## src/rtl/cqi_pkg.sv

```systemverilog
// Package for the indexed circular queue: field widths, default sizes,
// request kind codes and status codes. No dependencies.
`default_nettype none

package cqi_pkg;

    localparam int DEPTH_DEF  = 16;
    localparam int DATA_W_DEF = 32;

    localparam int KIND_W = 3;
    localparam int POS_W  = 4;
    localparam int CAP_W  = 5;
    localparam int CNT_W  = 5;
    localparam int STAT_W = 2;

    localparam int CAP_RESET = 16;

    localparam logic [KIND_W-1:0] K_APPEND = 3'd0;
    localparam logic [KIND_W-1:0] K_PEEK   = 3'd1;
    localparam logic [KIND_W-1:0] K_POP    = 3'd2;
    localparam logic [KIND_W-1:0] K_READ   = 3'd3;
    localparam logic [KIND_W-1:0] K_DELETE = 3'd4;

    localparam logic [STAT_W-1:0] ST_OK    = 2'd0;
    localparam logic [STAT_W-1:0] ST_FULL  = 2'd1;
    localparam logic [STAT_W-1:0] ST_EMPTY = 2'd2;

endpackage

`default_nettype wire

```

## src/rtl/cqi_ram.sv

```systemverilog
// Generic single-clock RAM with one write port and one registered read port.
// No dependencies.
`default_nettype none

module cqi_ram #(
    parameter int WIDTH = 32,
    parameter int DEPTH = 16
) (
    input  wire logic                     i_clk,
    input  wire logic                     i_we,
    input  wire logic [$clog2(DEPTH)-1:0] i_waddr,
    input  wire logic [WIDTH-1:0]         i_wdata,
    input  wire logic                     i_re,
    input  wire logic [$clog2(DEPTH)-1:0] i_raddr,
    output logic      [WIDTH-1:0]         o_rdata
);

    logic [WIDTH-1:0] r_mem [DEPTH];

    always_ff @(posedge i_clk) begin
        if (i_we) begin
            r_mem[i_waddr] <= i_wdata;
        end
        if (i_re) begin
            o_rdata <= r_mem[i_raddr];
        end
    end

endmodule

`default_nettype wire

```

## src/rtl/cqi_wrap.sv

```systemverilog
// Shared ring-index adder: base plus offset, folded back once by the capacity.
// Depends on cqi_pkg.
`default_nettype none

module cqi_wrap
    import cqi_pkg::*;
#(
    parameter int PTR_W = 4
) (
    input  wire logic [PTR_W-1:0] i_base,
    input  wire logic [POS_W-1:0] i_off,
    input  wire logic [CAP_W-1:0] i_cap,
    output logic      [PTR_W-1:0] o_sum
);

    localparam int SUM_W = ((PTR_W > CAP_W) ? PTR_W : CAP_W) + 1;

    logic [SUM_W-1:0] raw;
    logic [SUM_W-1:0] folded;

    always_comb begin
        raw = SUM_W'(i_base) + SUM_W'(i_off);
        if (raw >= SUM_W'(i_cap)) begin
            folded = raw - SUM_W'(i_cap);
        end else begin
            folded = raw;
        end
        o_sum = folded[PTR_W-1:0];
    end

endmodule

`default_nettype wire

```

## src/rtl/cqi_seq.sv

```systemverilog
// Request sequencer: pointers, count, output register and the shifting pass
// of a deletion. Depends on cqi_pkg; drives the slot RAM and the ring adder.
`default_nettype none

module cqi_seq
    import cqi_pkg::*;
#(
    parameter int DATA_WIDTH = DATA_W_DEF,
    parameter int PTR_W      = 4
) (
    input  wire logic                  i_clk,
    input  wire logic                  i_rst_n,
    input  wire logic                  i_valid,
    output logic                       o_stall,
    input  wire logic [KIND_W-1:0]     i_kind,
    input  wire logic [DATA_WIDTH-1:0] i_push_data,
    input  wire logic [POS_W-1:0]      i_position,
    output logic                       o_valid,
    input  wire logic                  i_stall,
    output logic      [STAT_W-1:0]     o_status,
    output logic      [DATA_WIDTH-1:0] o_read_data,
    output logic      [CNT_W-1:0]      o_entry_count,
    input  wire logic                  i_cfg_pending,
    input  wire logic                  i_cfg_clear,
    input  wire logic [CAP_W-1:0]      i_capacity,
    output logic                       o_idle,
    output logic                       o_ram_we,
    output logic      [PTR_W-1:0]      o_ram_waddr,
    output logic      [DATA_WIDTH-1:0] o_ram_wdata,
    output logic                       o_ram_re,
    output logic      [PTR_W-1:0]      o_ram_raddr,
    input  wire logic [DATA_WIDTH-1:0] i_ram_rdata,
    output logic      [PTR_W-1:0]      o_wrap_base,
    output logic      [POS_W-1:0]      o_wrap_off,
    input  wire logic [PTR_W-1:0]      i_wrap_sum
);

    typedef enum logic [2:0] {
        S_IDLE,
        S_EXEC,
        S_READ,
        S_SHIFT_RD,
        S_SHIFT_WR,
        S_OUT
    } t_state;

    t_state                r_state,  n_state;
    logic [KIND_W-1:0]     r_kind,   n_kind;
    logic [DATA_WIDTH-1:0] r_data,   n_data;
    logic [POS_W-1:0]      r_pos,    n_pos;
    logic [PTR_W-1:0]      r_head,   n_head;
    logic [PTR_W-1:0]      r_tail,   n_tail;
    logic [CNT_W-1:0]      r_count,  n_count;
    logic [PTR_W-1:0]      r_at,     n_at;
    logic [PTR_W-1:0]      r_nx,     n_nx;
    logic [CNT_W-1:0]      r_moves,  n_moves;
    logic [STAT_W-1:0]     r_status, n_status;
    logic [DATA_WIDTH-1:0] r_rd,     n_rd;
    logic                  r_out_valid, n_out_valid;
    logic [STAT_W-1:0]     r_out_status, n_out_status;
    logic [DATA_WIDTH-1:0] r_out_rd,     n_out_rd;
    logic [CNT_W-1:0]      r_out_count,  n_out_count;

    logic accept;
    logic out_free;

    assign o_idle        = (r_state == S_IDLE);
    assign o_stall       = (r_state != S_IDLE) || i_cfg_pending;
    assign accept        = i_valid && !o_stall;
    assign out_free      = !r_out_valid || !i_stall;
    assign o_valid       = r_out_valid;
    assign o_status      = r_out_status;
    assign o_read_data   = r_out_rd;
    assign o_entry_count = r_out_count;

    always_comb begin
        o_wrap_base = r_tail;
        o_wrap_off  = POS_W'(1);
        unique case (r_state)
            S_EXEC: begin
                if (r_kind == K_POP) begin
                    o_wrap_base = r_head;
                end else if (r_kind == K_READ || r_kind == K_DELETE) begin
                    o_wrap_base = r_head;
                    o_wrap_off  = r_pos;
                end
            end
            S_SHIFT_RD: begin
                o_wrap_base = r_at;
            end
            default: begin
            end
        endcase
    end

    always_comb begin
        n_state      = r_state;
        n_kind       = r_kind;
        n_data       = r_data;
        n_pos        = r_pos;
        n_head       = r_head;
        n_tail       = r_tail;
        n_count      = r_count;
        n_at         = r_at;
        n_nx         = r_nx;
        n_moves      = r_moves;
        n_status     = r_status;
        n_rd         = r_rd;
        n_out_valid  = r_out_valid && i_stall;
        n_out_status = r_out_status;
        n_out_rd     = r_out_rd;
        n_out_count  = r_out_count;
        o_ram_we     = 1'b0;
        o_ram_waddr  = r_tail;
        o_ram_wdata  = r_data;
        o_ram_re     = 1'b0;
        o_ram_raddr  = r_head;

        unique case (r_state)
            S_IDLE: begin
                if (i_cfg_clear) begin
                    n_head  = '0;
                    n_tail  = '0;
                    n_count = '0;
                end
                if (accept) begin
                    n_kind  = i_kind;
                    n_data  = i_push_data;
                    n_pos   = i_position;
                    n_state = S_EXEC;
                end
            end
            S_EXEC: begin
                n_status = ST_OK;
                n_rd     = '0;
                n_state  = S_OUT;
                unique case (r_kind)
                    K_APPEND: begin
                        if (r_count >= i_capacity) begin
                            n_status = ST_FULL;
                        end else begin
                            o_ram_we = 1'b1;
                            n_tail   = i_wrap_sum;
                            n_count  = r_count + CNT_W'(1);
                        end
                    end
                    K_PEEK, K_POP: begin
                        if (r_count == '0) begin
                            n_status = ST_EMPTY;
                        end else begin
                            o_ram_re = 1'b1;
                            n_state  = S_READ;
                            if (r_kind == K_POP) begin
                                n_head  = i_wrap_sum;
                                n_count = r_count - CNT_W'(1);
                            end
                        end
                    end
                    K_READ, K_DELETE: begin
                        if (CNT_W'(r_pos) >= r_count) begin
                            n_status = ST_EMPTY;
                        end else begin
                            o_ram_re    = 1'b1;
                            o_ram_raddr = i_wrap_sum;
                            n_at        = i_wrap_sum;
                            n_moves     = r_count - CNT_W'(r_pos) - CNT_W'(1);
                            n_state     = S_READ;
                        end
                    end
                    default: begin
                        n_status = ST_EMPTY;
                    end
                endcase
            end
            S_READ: begin
                n_rd    = i_ram_rdata;
                n_state = S_OUT;
                if (r_kind == K_DELETE) begin
                    n_count = r_count - CNT_W'(1);
                    if (r_moves == '0) begin
                        n_tail = r_at;
                    end else begin
                        n_state = S_SHIFT_RD;
                    end
                end
            end
            S_SHIFT_RD: begin
                o_ram_re    = 1'b1;
                o_ram_raddr = i_wrap_sum;
                n_nx        = i_wrap_sum;
                n_state     = S_SHIFT_WR;
            end
            S_SHIFT_WR: begin
                o_ram_we    = 1'b1;
                o_ram_waddr = r_at;
                o_ram_wdata = i_ram_rdata;
                n_at        = r_nx;
                n_moves     = r_moves - CNT_W'(1);
                if (r_moves == CNT_W'(1)) begin
                    n_tail  = r_nx;
                    n_state = S_OUT;
                end else begin
                    n_state = S_SHIFT_RD;
                end
            end
            S_OUT: begin
                if (out_free) begin
                    n_out_valid  = 1'b1;
                    n_out_status = r_status;
                    n_out_rd     = r_rd;
                    n_out_count  = r_count;
                    n_state      = S_IDLE;
                end
            end
            default: begin
                n_state = S_IDLE;
            end
        endcase
    end

    always_ff @(posedge i_clk) begin
        if (!i_rst_n) begin
            r_state     <= S_IDLE;
            r_head      <= '0;
            r_tail      <= '0;
            r_count     <= '0;
            r_out_valid <= 1'b0;
        end else begin
            r_state     <= n_state;
            r_head      <= n_head;
            r_tail      <= n_tail;
            r_count     <= n_count;
            r_out_valid <= n_out_valid;
        end
        r_kind       <= n_kind;
        r_data       <= n_data;
        r_pos        <= n_pos;
        r_at         <= n_at;
        r_nx         <= n_nx;
        r_moves      <= n_moves;
        r_status     <= n_status;
        r_rd         <= n_rd;
        r_out_status <= n_out_status;
        r_out_rd     <= n_out_rd;
        r_out_count  <= n_out_count;
    end

endmodule

`default_nettype wire

```

## src/rtl/circular_queue_indexed.sv

```systemverilog
// Indexed circular queue. Append and error requests pass the execute and output
// states, peek, pop and read also a RAM read state, and a deletion a read and a
// write state per later entry that moves down, set by the single RAM read port
// and the one shared ring adder. A result is valid from the same cycle as the
// next word can be taken, if no config write is pending. Reset empties the queue
// and sets the capacity to 16 (or the depth, if smaller); slot data is not cleared.
`default_nettype none

module circular_queue_indexed
    import cqi_pkg::*;
#(
    parameter int DEPTH      = DEPTH_DEF,
    parameter int DATA_WIDTH = DATA_W_DEF
) (
    input  wire logic                  i_clk,
    input  wire logic                  i_rst_n,
    input  wire logic                  i_valid,
    output logic                       o_stall,
    input  wire logic [KIND_W-1:0]     i_kind,
    input  wire logic [DATA_WIDTH-1:0] i_push_data,
    input  wire logic [POS_W-1:0]      i_position,
    output logic                       o_valid,
    input  wire logic                  i_stall,
    output logic      [STAT_W-1:0]     o_status,
    output logic      [DATA_WIDTH-1:0] o_read_data,
    output logic      [CNT_W-1:0]      o_entry_count,
    input  wire logic                  i_cfg_valid,
    output logic                       o_cfg_ready,
    input  wire logic [CAP_W-1:0]      i_cfg_data
);

    localparam int PTR_W   = $clog2(DEPTH);
    localparam int CAP_DEF = (CAP_RESET > DEPTH) ? DEPTH : CAP_RESET;

    logic [CAP_W-1:0]      r_capacity, n_capacity;
    logic                  idle;
    logic                  cfg_write;
    logic                  ram_we;
    logic [PTR_W-1:0]      ram_waddr;
    logic [DATA_WIDTH-1:0] ram_wdata;
    logic                  ram_re;
    logic [PTR_W-1:0]      ram_raddr;
    logic [DATA_WIDTH-1:0] ram_rdata;
    logic [PTR_W-1:0]      wrap_base;
    logic [POS_W-1:0]      wrap_off;
    logic [PTR_W-1:0]      wrap_sum;

    assign o_cfg_ready = idle;
    assign cfg_write   = i_cfg_valid && o_cfg_ready;

    // A capacity of zero is taken as one, and anything above the depth as the depth.
    always_comb begin
        n_capacity = r_capacity;
        if (cfg_write) begin
            if (i_cfg_data == '0) begin
                n_capacity = CAP_W'(1);
            end else if (int'(i_cfg_data) > DEPTH) begin
                n_capacity = CAP_W'(DEPTH);
            end else begin
                n_capacity = i_cfg_data;
            end
        end
    end

    always_ff @(posedge i_clk) begin
        if (!i_rst_n) begin
            r_capacity <= CAP_W'(CAP_DEF);
        end else begin
            r_capacity <= n_capacity;
        end
    end

    cqi_seq #(
        .DATA_WIDTH (DATA_WIDTH),
        .PTR_W      (PTR_W)
    ) u_seq (
        .i_clk         (i_clk),
        .i_rst_n       (i_rst_n),
        .i_valid       (i_valid),
        .o_stall       (o_stall),
        .i_kind        (i_kind),
        .i_push_data   (i_push_data),
        .i_position    (i_position),
        .o_valid       (o_valid),
        .i_stall       (i_stall),
        .o_status      (o_status),
        .o_read_data   (o_read_data),
        .o_entry_count (o_entry_count),
        .i_cfg_pending (i_cfg_valid),
        .i_cfg_clear   (cfg_write),
        .i_capacity    (r_capacity),
        .o_idle        (idle),
        .o_ram_we      (ram_we),
        .o_ram_waddr   (ram_waddr),
        .o_ram_wdata   (ram_wdata),
        .o_ram_re      (ram_re),
        .o_ram_raddr   (ram_raddr),
        .i_ram_rdata   (ram_rdata),
        .o_wrap_base   (wrap_base),
        .o_wrap_off    (wrap_off),
        .i_wrap_sum    (wrap_sum)
    );

    cqi_wrap #(
        .PTR_W (PTR_W)
    ) u_wrap (
        .i_base (wrap_base),
        .i_off  (wrap_off),
        .i_cap  (r_capacity),
        .o_sum  (wrap_sum)
    );

    cqi_ram #(
        .WIDTH (DATA_WIDTH),
        .DEPTH (DEPTH)
    ) u_slots (
        .i_clk   (i_clk),
        .i_we    (ram_we),
        .i_waddr (ram_waddr),
        .i_wdata (ram_wdata),
        .i_re    (ram_re),
        .i_raddr (ram_raddr),
        .o_rdata (ram_rdata)
    );

endmodule

`default_nettype wire
```

## config.mk

```make
export PLATFORM = sky130hd
export DESIGN_NAME = circular_queue_indexed
export DESIGN_NICKNAME = d
export VERILOG_FILES = /design/src/rtl/cqi_pkg.sv /design/src/rtl/cqi_ram.sv /design/src/rtl/cqi_wrap.sv /design/src/rtl/cqi_seq.sv /design/src/rtl/circular_queue_indexed.sv
export SDC_FILE = /design/constraint.sdc
export NUM_CORES = 1
export LEC_CHECK = 0
export ABC_CLOCK_PERIOD_IN_PS = 8600
export BUFFER_PORTS_ARGS = -buffer_cell sky130_fd_sc_hd__buf_2
export CAP_MARGIN = 25
export CORE_ASPECT_RATIO = 1.75
export CORE_UTILIZATION = 65
export DETAILED_ROUTE_END_ITERATION = 10
export PLACE_DENSITY = 0.82
export SLEW_MARGIN = 40
export SYNTH_ARGS = -nofsm -noshare
export SYNTH_HDL_FRONTEND = slang
export SYNTH_SLANG_ARGS = --single-unit
```

## constraint.sdc

```tcl
create_clock -name i_clk -period 8.6 [get_ports i_clk]
set_input_delay 0.86 -clock i_clk [delete_from_list [all_inputs] [get_ports i_clk]]
set_output_delay 0.86 -clock i_clk [all_outputs]
set_load 0.005 [all_outputs]
```

==> impl_metrics.yaml <==
die:
  start_util_pct: 65.8
  dieArea_sq_mm: 0.0438
  die_h_microns: 276
  core.rowCount: 100
  fp.coreArea_sq_mm: 0.0424
  ioPinCount: 91
  die_w_microns: 159
timing:
  finalSetupTns_ns: 0
  setup_violations: 0
  timing.fmax_mhz: 160
  skew_ns: 0.0176
  min_period_ns: 6.23
  rsz0062_at_grt: "no"
  post-route-period-util_pct: 72.5
  whs_ns: 0.414
  finalHoldViolations: 0
  maxSlewViolCount: 0
  slew_headroom_pct: 43.4
  tightest_slew_ns: 0.849
global_routing:
  grt_busiest_layer: "met2"
  grt_pass1_wl_microns: 103000
  antenna_found_initial: 0
  met1_usage_pct: 40.5
  grt_use_met2_pct: 53.5
  grt_start_max_net_pins: 125
  grt.total_usage_pct: 32.1
  overflow: 0
  met3_usage_pct: 4.33
  grt_pass1_vias: 17900
finish:
  multiInputGateArea_sq_mm: 0.00707
  area_growth_pct: 11.2
  drive_gt1_share_pct: 11.4
  fillers: 2544
  regArea_sq_mm: 0.0205
  finish.net_count: 2228
cts:
  cts_tree: "built"
  clock-sinks: 691
  cts_resized: 0
  htree_num_levels: 2
  cts_made_buffers: 57
  clockBufferDepth: 3
  insertion_delay_ns: 0.61
  cts-root-buf: "clkbuf_16"
  clk_pin_slew_ns: 0.07
  ctsHoldBuffers: 0
  post-cts-setup-buffers: 0
yosys:
  syn_inst: 2078
  yosys-top-cells-area: "edfxtp_1 (72%), nand2_1 (6.9%), nand3_1 (5.3%)"
  syn_area_sq_mm: 0.0279
  synth_top_area_cell: "edfxtp_1"
  yosys-top-cells-count: "edfxtp_1 (669), nand2_1 (516), nand3_1 (294)"
  syn_avg_cell_area_sq_um: 13.4
  synth_edf_count: 669
  synth.most_common_cell: "edfxtp_1"
  yosysTopAreaCellShare_pct: 71.9
  synth_warnings: 0
  yosys_register_bits: 691
  ys_seq_area_share_pct: 73.5
  yosysUniqueCellTypes: 58
  async_reset_ff_share_pct: 0
  yosys_most_used_dff: "edfxtp_1"
  synth_fp_nets: 2156
routing:
  drc_errors: 0
  wl_microns: 68400
  wire_per_inst_microns: 24.8
  drt_iter0_markers: 2281
  vias: 17800
  drt-vias-per-instance: 6.46
  first_pass_iters: 6
  ant_nets: 0
placement:
  gp_congestion: 0.968
  io_buffer_count: 90
  dp_hpwl_microns: 36000
worst_setup_path:
  endpoint_kind: "flip-flop"
  critPathLaunch: "u_seq.r_state[0]"
  crit_fanout: 62
  critPathKind: "reg -> reg"
  cp-start-kind: "flip-flop"
  worstPathArrival_ns: 6.58
  rr_startpoint: "u_seq.r_state[0]"
  crit_required_ns: 8.95
pwr:
  powerDensity_mw_per_mm2: 278
  ir_worst_vdd_mv: 0.178
  p_leak_nw: 11.2
worst_hold_path:
  min-delay-path-class: "reg -> reg"
  min-delay-start: "u_seq.r_rd[15]"
job:
  drv_cap: 0
run_status:
  status: "finished, final reports clean"
==> critical path, cell delays in order, from the launching register on <==
cell      delay, ns
dfxtp_1        0.68
nor2b_1        0.35
nand2b_1       0.33
a21oi_1        0.26
nand2_1        0.08
ha_1           0.22
fa_1           0.46
xor2_1         0.22
ha_1           0.31
a21oi_1        0.30
o21ai_1        0.14
a31o_2         0.29
mux2_2         0.35
mux2i_4        0.14
buf_4          0.43
buf_4          0.74
nand3_1        0.21
a32oi_1        0.32
nand3_1        0.13
==> per-layer routing <==
layer / share of wire [%] / wire length (microns) / vias up
met5: 0 / 0 / -
met4: 5.3 / 3590 / 0
met3: 9.7 / 6650 / 226
met2: 51 / 34800 / 1163
met1: 34 / 23300 / 8644
li1: - / - / 7754
==> flip-flops by register name, summed over array words and instances, names as in the netlist, 32 cells and up <==
signal	count
u_seq.o_read_data	32
u_seq.r_rd	32
u_slots.o_rdata	32
u_slots.r_mem	512
u_seq.r_data	32
==> placed cells by master (no fill, tap or decap), drive strengths merged, types with 5 or more instances in the layout <==
| cell type | count |
|---|---|
| edfxtp | 669 |
| nand2 | 516 |
| nand3 | 294 |
| buf | 127 |
| mux2i | 105 |
| clkbuf | 66 |
| nor2 | 51 |
| inv | 35 |
| and3 | 34 |
| a32oi | 33 |
| ha | 26 |
| a21oi | 24 |
| dfxtp | 22 |
| o21ai | 22 |
| clkinv | 20 |
| nor2b | 10 |
| a21o | 10 |
| nor3 | 10 |
| xor2 | 9 |
| nand2b | 8 |
| o22ai | 8 |
| bufinv | 8 |
| a31oi | 8 |
| nor3b | 7 |
| a22oi | 5 |
| a211oi | 5 |
| and2 | 5 |
| clkinvlp | 5 |
==> power by group <==
part	total [mW]	internal, mW	leakage (nW)	switching, mW
Clock	2.61	1.46	0.888	1.16
Sequential	4.25	4.13	6.24	0.128
Combinational	1.78	0.516	4.09	1.26
Total	8.64	6.10	11.2	2.55
==> kinds of logic (layout without fill, tap and decap cells) <==
| kind of cell | Yosys count | after routing | share of synthesized area (%) |
|---|---|---|---|
| simple gates | 947 | 947 | 14.9 |
| flops | 691 | 691 | 73.5 |
| buf+inv | 147 | 261 | 2.26 |
| compound gates | 144 | 144 | 3.70 |
| mux | 108 | 108 | 3.90 |
| fa+ha+maj | 30 | 30 | 1.42 |
| xor+xnor | 11 | 11 | 0.345 |
| other cells | 0 | 1 | 0 |
==> per-stage QoR <==
stage | std cells | total power, mW | worst slack, ns | utilization (%) | area [sq um]
finish | 2754 | 8.64 | 2.37 | 73.2 | 31000
global route | 2753 | 8.93 | 2.02 | 73.2 | 31000
CTS | 2753 | 8.62 | 2.40 | 73.2 | 31000
detailed placement | 2652 | 6.05 | 2.53 | 68.8 | 29200
global placement | 2652 | 5.94 | 2.59 | 68.6 | 29100
floorplan | 2078 | 5.44 | 4.04 | - | 27900
==> final timing paths <==
check / to / depth (start not counted) / slack [ns]
worst min-delay path: u_seq.o_read_data[15] / 0 / 0.41
worst max-delay path: u_slots.o_rdata[27] / 18 / 2.37
worst max register to register: u_slots.o_rdata[27] / 18 / 2.37
worst min register to register: u_seq.o_read_data[15] / 0 / 0.41
==> cell type report <==
cell class	instances	share of cell area, %
antenna	1	0.00806
clock buffer	66	4.70
timing repair buffer	127	2.43
sequential	691	66.1
inverter	33	0.399
clock inverter	35	1.29
multi-input combinational	1240	22.8
tap	561	2.26
No activity file was read; power rests on OpenSTA's default activity.
